===== src/rtl/ult_pkg.sv =====
// ult_pkg: shared types and constants of the unsorted list table
// used by unsorted_list_table_core, ult_checker and the testbench; no dependencies
package ult_pkg;

  localparam int unsigned Depth       = 16;
  localparam int unsigned KeyBits     = 32;
  localparam int unsigned PayloadBits = 32;
  localparam int unsigned CountBits   = 5;
  localparam int unsigned AddrBits    = (Depth > 1) ? $clog2(Depth) : 1;

  typedef enum logic [2:0] {
    ModePut    = 3'd0,
    ModeFind   = 3'd1,
    ModeDelete = 3'd2,
    ModeClear  = 3'd3,
    ModeRewind = 3'd4,
    ModeNext   = 3'd5
  } mode_e;

  typedef enum logic [1:0] {
    StatusOk       = 2'd0,
    StatusFull     = 2'd1,
    StatusNotFound = 2'd2,
    StatusPastEnd  = 2'd3
  } status_e;

  typedef enum logic [3:0] {
    StIdle = 4'b0001,
    StScan = 4'b0010,
    StMove = 4'b0100,
    StNext = 4'b1000
  } state_e;

  typedef struct packed {
    logic [2:0]             mode;
    logic [KeyBits-1:0]     key;
    logic [PayloadBits-1:0] payload;
  } in_t;

  typedef struct packed {
    logic                   found;
    logic [KeyBits-1:0]     out_key;
    logic [PayloadBits-1:0] out_payload;
    logic [1:0]             status;
    logic [CountBits-1:0]   entry_count;
    logic                   is_full;
  } out_t;

  typedef struct packed {
    logic [KeyBits-1:0]     key;
    logic [PayloadBits-1:0] payload;
  } entry_t;

endpackage


===== src/rtl/ult_ram.sv =====
// ult_ram: generic single write port, single read port ram with registered read
// no dependencies
module ult_ram #(
  parameter int unsigned Width = 64,
  parameter int unsigned Depth = 16
) (
  input  logic                                      clk_i,
  input  logic                                      we_i,
  input  logic [((Depth > 1) ? $clog2(Depth) : 1)-1:0] waddr_i,
  input  logic [Width-1:0]                          wdata_i,
  input  logic [((Depth > 1) ? $clog2(Depth) : 1)-1:0] raddr_i,
  output logic [Width-1:0]                          rdata_o
);

  logic [Width-1:0] mem_q [Depth];

  always_ff @(posedge clk_i) begin
    if (we_i) begin
      mem_q[waddr_i] <= wdata_i;
    end
    rdata_o <= mem_q[raddr_i];
  end

endmodule


===== src/rtl/unsorted_list_table_core.sv =====
// unsorted_list_table_core: fixed-capacity unsorted key/payload table
// depends on ult_pkg and ult_ram
//
// usage
//   one input channel (in_valid_i/in_ready_o/in_data_i) carries a mode, a key
//   and a payload; one output channel (out_valid_o/out_ready_i/out_data_o)
//   returns exactly one result transaction per input transaction
//   entries live in a single ram with one read and one write port
// steps from input acceptance to result valid
//   put, clear, rewind, unused modes, refused operations: result registered
//   in the cycle after acceptance
//   next: slot read in StNext; find/delete: StScan compares slots in order to a
//   match (delete then StMove) or through every entry, skipped when empty
// throughput: one transaction in flight; a find or delete holds the input
//   channel while the linear scan reads one ram slot per cycle
// reset clears the entry count and the iterator; the ram needs no clearing
// a stalled receiver holds the result; the next input waits until it is taken
module unsorted_list_table_core
  import ult_pkg::*;
(
  input  logic clk_i,
  input  logic rst_ni,
  input  logic in_valid_i,
  output logic in_ready_o,
  input  in_t  in_data_i,
  output logic out_valid_o,
  input  logic out_ready_i,
  output out_t out_data_o
);

  state_e               state_q, state_d;
  logic [CountBits-1:0] count_q, count_d;
  logic [CountBits-1:0] iter_q, iter_d;
  logic [AddrBits-1:0]  idx_q, idx_d;
  logic [AddrBits-1:0]  hole_q, hole_d;
  in_t                  req_q, req_d;
  out_t                 out_q, out_d;
  logic                 out_valid_q, out_valid_d;

  logic                 ram_we;
  logic [AddrBits-1:0]  ram_waddr;
  entry_t               ram_wdata;
  logic [AddrBits-1:0]  ram_raddr;
  logic [$bits(entry_t)-1:0] ram_rdata;
  entry_t               rd_entry;

  logic                 in_fire;
  logic                 done;
  out_t                 res;
  in_t                  src;
  logic [CountBits-1:0] cnt_m1;

  ult_ram #(
    .Width($bits(entry_t)),
    .Depth(Depth)
  ) u_ram (
    .clk_i  (clk_i),
    .we_i   (ram_we),
    .waddr_i(ram_waddr),
    .wdata_i(ram_wdata),
    .raddr_i(ram_raddr),
    .rdata_o(ram_rdata)
  );

  assign rd_entry    = entry_t'(ram_rdata);
  assign in_ready_o  = (state_q == StIdle) && (!out_valid_q || out_ready_i);
  assign in_fire     = in_valid_i && in_ready_o;
  assign out_valid_o = out_valid_q;
  assign out_data_o  = out_q;
  assign cnt_m1      = count_q - CountBits'(1);

  always_comb begin
    state_d     = state_q;
    count_d     = count_q;
    iter_d      = iter_q;
    idx_d       = idx_q;
    hole_d      = hole_q;
    req_d       = req_q;
    out_d       = out_q;
    out_valid_d = out_valid_q;
    ram_we      = 1'b0;
    ram_waddr   = count_q[AddrBits-1:0];
    ram_wdata   = '{key: in_data_i.key, payload: in_data_i.payload};
    ram_raddr   = '0;
    done        = 1'b0;
    src         = (state_q == StIdle) ? in_data_i : req_q;
    res         = '{found: 1'b0, out_key: src.key, out_payload: src.payload,
                    status: StatusOk, entry_count: '0, is_full: 1'b0};

    if (out_valid_q && out_ready_i) begin
      out_valid_d = 1'b0;
    end

    case (state_q)
      StIdle: begin
        if (in_fire) begin
          req_d = in_data_i;
          done  = 1'b1;
          case (in_data_i.mode)
            ModePut: begin
              if (count_q < CountBits'(Depth)) begin
                ram_we  = 1'b1;
                count_d = count_q + CountBits'(1);
              end else begin
                res.status = StatusFull;
              end
            end
            ModeFind, ModeDelete: begin
              if (count_q == '0) begin
                res.status = StatusNotFound;
              end else begin
                done    = 1'b0;
                idx_d   = '0;
                state_d = StScan;
              end
            end
            ModeClear: begin
              count_d = '0;
              iter_d  = '0;
            end
            ModeRewind: begin
              iter_d = '0;
            end
            ModeNext: begin
              if (iter_q < count_q) begin
                done      = 1'b0;
                ram_raddr = iter_q[AddrBits-1:0];
                state_d   = StNext;
              end else begin
                res.status = StatusPastEnd;
              end
            end
            default: ;
          endcase
        end
      end
      StScan: begin
        if (rd_entry.key == req_q.key) begin
          res.found       = 1'b1;
          res.out_key     = rd_entry.key;
          res.out_payload = rd_entry.payload;
          if (req_q.mode == ModeDelete) begin
            hole_d    = idx_q;
            out_d     = res;
            ram_raddr = cnt_m1[AddrBits-1:0];
            state_d   = StMove;
          end else begin
            done = 1'b1;
          end
        end else if (idx_q == cnt_m1[AddrBits-1:0]) begin
          res.status = StatusNotFound;
          done       = 1'b1;
        end else begin
          idx_d     = idx_q + AddrBits'(1);
          ram_raddr = idx_q + AddrBits'(1);
        end
      end
      StMove: begin
        ram_we    = 1'b1;
        ram_waddr = hole_q;
        ram_wdata = rd_entry;
        count_d   = cnt_m1;
        res       = out_q;
        done      = 1'b1;
      end
      StNext: begin
        res.out_key     = rd_entry.key;
        res.out_payload = rd_entry.payload;
        iter_d          = iter_q + CountBits'(1);
        done            = 1'b1;
      end
      default: begin
        state_d = StIdle;
      end
    endcase

    if (done) begin
      out_d             = res;
      out_d.entry_count = count_d;
      out_d.is_full     = (count_d == CountBits'(Depth));
      out_valid_d       = 1'b1;
      state_d           = StIdle;
    end
  end

  always_ff @(posedge clk_i or negedge rst_ni) begin
    if (!rst_ni) begin
      state_q     <= StIdle;
      count_q     <= '0;
      iter_q      <= '0;
      out_valid_q <= 1'b0;
    end else begin
      state_q     <= state_d;
      count_q     <= count_d;
      iter_q      <= iter_d;
      out_valid_q <= out_valid_d;
    end
  end

  always_ff @(posedge clk_i) begin
    idx_q  <= idx_d;
    hole_q <= hole_d;
    req_q  <= req_d;
    out_q  <= out_d;
  end

endmodule


===== config.mk =====
export PLATFORM = sky130hd
export DESIGN_NAME = unsorted_list_table_core
export DESIGN_NICKNAME = d
export VERILOG_FILES = /design/src/rtl/ult_pkg.sv /design/src/rtl/ult_ram.sv /design/src/rtl/unsorted_list_table_core.sv
export SDC_FILE = /design/constraint.sdc
export NUM_CORES = 1
export LEC_CHECK = 0
export BUFFER_PORTS_ARGS = -buffer_cell sky130_fd_sc_hd__buf_4
export CORE_ASPECT_RATIO = 0.8
export CORE_MARGIN = 3
export CORE_UTILIZATION = 50
export CTS_CLUSTER_SIZE = 25
export DETAILED_ROUTE_END_ITERATION = 12
export HOLD_SLACK_MARGIN = 0.12
export PLACE_DENSITY = 0.64
export SETUP_SLACK_MARGIN = 0.3
export SYNTH_ARGS = -nofsm -noshare
export SYNTH_HDL_FRONTEND = slang
export SYNTH_SLANG_ARGS = --single-unit

===== constraint.sdc =====
create_clock -name clk_i -period 8.6 [get_ports clk_i]
set_clock_uncertainty 0.1 [all_clocks]
set_input_delay 1.72 -clock clk_i [delete_from_list [all_inputs] [get_ports clk_i]]
set_output_delay 1.72 -clock clk_i [all_outputs]
set_load 0.01 [all_outputs]

# --- Word-level counts from Yosys, hierarchy flattened ---
# Memories as Yosys holds them, arrays and structs flattened. A register that Yosys moved wholly into a read port is not among the register bits.
# Index checks and enable logic that the tools add are counted.
word_totals:
  register_bits: 163
  ram_bits: 1024
  input_bits: 71
  out_inout_bits: 75
  memories: 1
op_classes:
  n_addsub: 4
  magnitude_cmp: 2
  eq_ne: 27
  n_mux: 62
  reduce_logical: 23
memory_table:
  columns: ["name", "depth", "width", "read_ports", "rd_ports_with_merged_regs", "write_ports", "line", "text"]
  rows:
  - ["u_ram.mem_q", 16, 64, 1, 1, 1, "ult_ram.sv:15", "logic [Width-1:0] mem_q [Depth];"]
op_table:
  columns: ["op", "n"]
  rows:
  - ["$mux 73", 4]
  - ["$pmux 64 s3", 1]
  - ["$mux 64", 2]
  - ["$mux 4", 18]
  - ["$mux 65", 1]
  - ["$eq 32x32->1", 1]
  - ["$pmux 5 s2", 3]
  - ["$pmux 4 s2", 3]
  - ["$mux 5", 4]
  - ["$mux 1", 14]
  - ["$ne 2x2->1 const B", 6]
  - ["$pmux 2 s3", 2]
  - ["$pmux 4 s3", 1]
  - ["$reduce_bool 2->1", 6]
  - ["$add 5x1->5 const B", 2]
  - ["$mux 2", 5]
  - ["$eq 3x2->1 const B", 3]
  - ["$ne 3x3->1 const B", 3]
  - ["$reduce_and 3->1", 3]
  - ["$ne 4x4->1 const B", 2]
  - ["$reduce_and 7->1", 1]
  - ["$eq 3x3->1 const B", 2]
  - ["$pmux 1 s2", 3]
  - ["$reduce_and 6->1", 1]
  - ["22 further kinds", 27]

# --- Longest topological paths before layout ---
logic_depth:
  word_depth: 8
  ltp_mapped: 14
  depth_no_buf: 10

# --- Hierarchy ---
# A second synthesis with hierarchy kept.
unflattened:
  hier_cells: 2531
  hier_area_um2: 48305.1
modules_own_cells:
  columns: ["module", "n_inst", "cells_each", "area_each_um2"]
  rows:
  - ["ult_ram", 1, 1647, 39583.0]
  - ["unsorted_list_table_core", 1, 884, 8722.1]

# --- Least setup slack after synthesis ---
# OpenSTA, ideal clock, no wires.
synth_timing:
  path_kind: "input to register"
  from: "input port in_data_i[64] (netlist bit)"
  to: "register out_q, in the netlist out_data_o[10], enable pin"
  arrival_time_ps: 6237
  slack_ps: 1748
  path_stages: 8
  cell_sequence: "clkbuf_1 nor2b_1 and2_1 a31oi_1 a21oi_1 a2111oi_2 clkbuf_1 o22ai_1"
synth_between:
  elab_chain_cells: 7
  elab_cells_between_ends: 12
  classes_between: "4 x eq/ne; 3 x mux; 5 x reduce/logical"
synth_lines:
  columns: ["element", "line", "text"]
  rows:
  - ["start, declared", "unsorted_list_table_core.sv:25", "input in_t in_data_i,"]
  - ["$eq 3x1->1 / $eq 3x2->1 (equally long branches)", "unsorted_list_table_core.sv:99", "case (in_data_i.mode)"]
  - ["$reduce_or 2->1", "unsorted_list_table_core.sv:99", null]
  - ["$pmux 1 s2 *", "unsorted_list_table_core.sv:99", null]
  - ["$mux 1 *", "unsorted_list_table_core.sv:96", "if (in_fire) begin"]
  - ["$pmux 1 s3 *", "unsorted_list_table_core.sv:94", "case (state_q)"]
  - ["$ne 2x2->1 (no source line) / $reduce_bool 2->1 (equally long branches)", null, null]
  - ["$reduce_and 4->1 (no source line) *", null, null]
  - ["end signal, assigned", "unsorted_list_table_core.sv:204", "out_q <= out_d;"]
  - ["end, declared", "unsorted_list_table_core.sv:37", "out_t out_q, out_d;"]
# Mark *: on every way between the ends. The rest lies on a longest branch, timed or not.
# A chain may end at the register's enable or synchronous reset.

# --- Final worst setup path ---
layout_timing:
  from: "register req_q[32] (netlist bit)"
  to: "register u_ram.rdata_o[62] (read register of u_ram.mem_q)"
layout_between:
  elab_chain_cells: 3
layout_lines:
  columns: ["element", "line", "text"]
  rows:
  - ["start, declared", "unsorted_list_table_core.sv:36", "in_t req_q, req_d;"]
  - ["start signal, assigned", "unsorted_list_table_core.sv:203", "req_q <= req_d;"]
  - ["$eq 32x32->1", "unsorted_list_table_core.sv:138", "if (rd_entry.key == req_q.key) begin"]
  - ["$mux 4", "unsorted_list_table_core.sv:138", null]
  - ["$pmux 4 s2", "unsorted_list_table_core.sv:94", null]
  - ["end, declared", "ult_ram.sv:12", "output logic [Width-1:0] rdata_o"]
# Every way passes these cells.

==> flow_summary.yaml <==
sta:
  period_share_pct: 63.1
  relSlewSlack_pct: 20.8
  drv_slew: 0
  fin_crit_ns: 5.43
  max_freq_ghz: 0.184
  hold_viol: 0
  setup-violations-final: 0
  rsz0062_at_grt: "false"
  tns_ns: 0
  worst-slew-pin-transition_ns: 1.18
routing:
  viasPerCell: 5.96
  ant_nets: 0
  drc: 0
  drtPass1Iterations: 5
  avgRoutedWirePerCell_microns: 27.1
  drt-initial-drc-count: 2878
  vias: 26028
  wl_microns: 118000
cts:
  postCtsHoldBufs: 0
  cts_sinks: 1251
  clock_latency_ns: 0.69
  numCtsBuffers: 116
  htreeDepth: 3
  clk_path_buf_depth: 3
  path_clk_slew_ns: 0.06
  cts_tree: "built"
  cts_root_buffer: "clkbuf_16"
  post_cts_buffers: 0
  cts_resized: 0
final_layout:
  finalInstanceArea_sq_mm: 0.0553
  area_delta_synth_final_pct: 13.3
  drive_above_1_share_pct: 18.1
  fin_util_pct: 57.7
  nets: 3056
setup_path:
  slowest_delay_ns: 0.79
  path_buf_inv: 1
  critical_path.max_fanout: 37
  end_kind: "flop"
  ff2ff_setup_slack_ns: 3.17
  critical-path-top-delay-family: "simple AND/OR/NAND/NOR gates"
  worstPathCellList: "xor2_1 > nor4_2 > nand4_1 > o211a_2 > a211oi_4 > or3_2 > buf_4 > o22ai_1 > or4_1"
  crit_arrival_ns: 5.88
  start_kind: "flop"
  slowest_stage: "or3_2"
  cp.required_ns: 9.05
  timing_worst_setup_path_type: "flop to flop"
pwr:
  ir_drop_mv: 0.223
  p_switching_uw: 3950
  internal_power_uw: 11200
  pwr-share-seq_pct: 49.0
  power_uw: 15100
  switching_share_pct: 26.1
  clkPwrFrac_pct: 34.1
  p_comb_share_pct: 16.9
  p_leak_uw: 0.0216
  power.density_mw_per_mm2: 273
status:
  run_status: "complete, no violations"
synth:
  avgSynthCellArea_sq_um: 17.4
  synth_top_cell_by_area: "edfxtp_1"
  ys_types: 68
  ys_top_cells_by_area: "edfxtp_1, mux2i_1, o22ai_1, mux2_2, dfxtp_1"
  synthXorXnorAreaFrac_pct: 0.846
  yosysSeqAreaShare_pct: 75.5
  yosys.area_share.simple_pct: 4.14
  synth.net_count: 2889
  yosys_warnings: 0
  synth-compound-area-share_pct: 4.03
  synth_edf_count: 1172
  synthMuxAreaShare_pct: 13.5
  netlist.area_leader.share_pct: 72.1
  synth_most_common_cell: "edfxtp_1"
  ys.flop_type: "edfxtp_1"
  synth_top_family_by_area: "multiplexers"
  syn_area_sq_mm: 0.0488
  async_flop_share_pct: 1.20
  ys_ff_latch: 1251
  netlist_instances: 2809
  synth.top_cells.by_count: "edfxtp_1, mux2i_1, o22ai_1"
  synth_fa_ha_area_share_pct: 0.231
global_routing:
  grt_usage_pct: 23.0
  grt-ovfl-total: 0
  grt_pass1_vias: 25656
  grt_pass1_wl_microns: 171000
  antenna_found_initial: 2
  grt_max_degree: 118
floorplan:
  start_util_pct: 50.9
  die_x_microns: 355
  rows: 101
  ioPinCount: 146
  coreArea_sq_mm: 0.0958
  die_area_sq_mm: 0.101
  die_y_microns: 285
place:
  dp_hpwl_microns: 63500
  io_buffers: 145
  placed_cell_area_sq_mm: 0.0514
  gp_congestion: 0.822
hold_path:
  hold_class: "flop to flop"
flow_run:
  max-cap-violations: 0
-- per-stage QoR --
| step | hold WS, ns | setup slack [ns] | std cells |
|---|---|---|---|
| 2_1_floorplan | 0.397 | 1.75 | 2809 |
| 3_3_place_gp | 0.393 | 2.85 | 4145 |
| 3_5_place_dp | 0.406 | 2.66 | 4145 |
| 4_1_cts | 0.421 | 3.17 | 4365 |
| 5_1_grt | 0.437 | 3.07 | 4365 |
| 6_report | 0.419 | 3.17 | 4367 |
-- worst reg2reg max path: cells and delay by family, from the launching register on --
family	cells	cell delay [ns]
buffers and inverters	1	0.75
XOR/XNOR	1	0.26
AO/OA/AOI/OAI	3	1.13
flip-flops	1	0.41
AND/OR/NAND/NOR	4	2.65
-- cell families (layout without fill, tap and decap cells) --
logic type               count (synthesis)  after routing
flip-flops                            1251           1251
multiplexers                           641            641
AND/OR/NAND/NOR                        392            392
AO/OA/AOI/OAI                          307            307
buffers and inverters                  165            434
XOR/XNOR                                44             44
adder cells (fa/ha/maj)                  9              9
other                                    0              2
-- state kept, by name, summed over array words and instances, names as in the netlist --
| signal | flops |
|---|---|
| idx_q | 4 |
| u_ram.mem_q | 1024 |
| out_data_o | 73 |
| count_q | 5 |
| iter_q | 5 |
| req_q | 67 |
| state_q | 4 |
| hole_q | 4 |
| out_valid_o | 1 |
| u_ram.rdata_o | 64 |
-- path summary, 6_finish.rpt --
check                                 start  depth (start not counted)           endpoint
max in group asynchronous            rst_ni                          1         state_q[0]
worst min-delay path            out_valid_o                          2        out_valid_o
worst min register to register  out_valid_o                          2        out_valid_o
min in group asynchronous            rst_ni                          1          iter_q[1]
worst max register to register    req_q[32]                          9  u_ram.rdata_o[62]
worst max-delay path              req_q[32]                          9  u_ram.rdata_o[62]
-- layer usage --
metal,GRT usage (%),wire length (microns),vias to the layer above
met2,35.1,54000,934
li1,-,-,11454
met3,3.63,7750,177
met5,0,0,-
met4,5.74,2510,0
met1,34.7,54000,13463
-- layout make-up --
type / instances / area [sq um]
fillers: 7221 / 40500
clock inverters: 51 / 556
flip-flops and latches: 1251 / 36900
multi-input cells: 1393 / 11300
repair buffers: 198 / 1620
diodes: 2 / 5.00
clock buffers: 169 / 3300
inverters: 16 / 62.6
well taps: 1287 / 1610
-- power by group through the flow --
stage          combinational (uW)  sequential [uW]  clock, uW
6_report                     2560             7400       5150
5_1_grt                      2740             7430       5490
4_1_cts                      2560             7400       5250
3_5_place_dp                 2550             7520          0
3_3_place_gp                 2500             7520          0
2_1_floorplan                1670             7460          0
-- cell usage in the layout (no fill, tap or decap), types with 4 or more instances in the layout --
cell type,n
a211oi_1,4
a21oi_1,13
a31oi_1,8
buf_12,11
buf_4,187
bufinv_16,10
clkbuf_1,38
clkbuf_16,120
clkbuf_8,11
clkinv_1,8
clkinv_2,21
clkinvlp_4,5
dfrtp_1,14
dfxtp_1,64
edfxtp_1,1172
ha_1,9
inv_1,14
inv_6,4
mux2_2,129
mux2i_1,512
nand2_1,205
nand3_1,8
nand4_1,4
nor2_1,30
nor2_4,16
nor3_1,11
nor4_1,6
nor4_2,8
o21ai_0,7
o22ai_1,257
or4_1,64
xnor2_1,6
xor2_1,36
No activity file was read; power rests on OpenSTA's default activity.
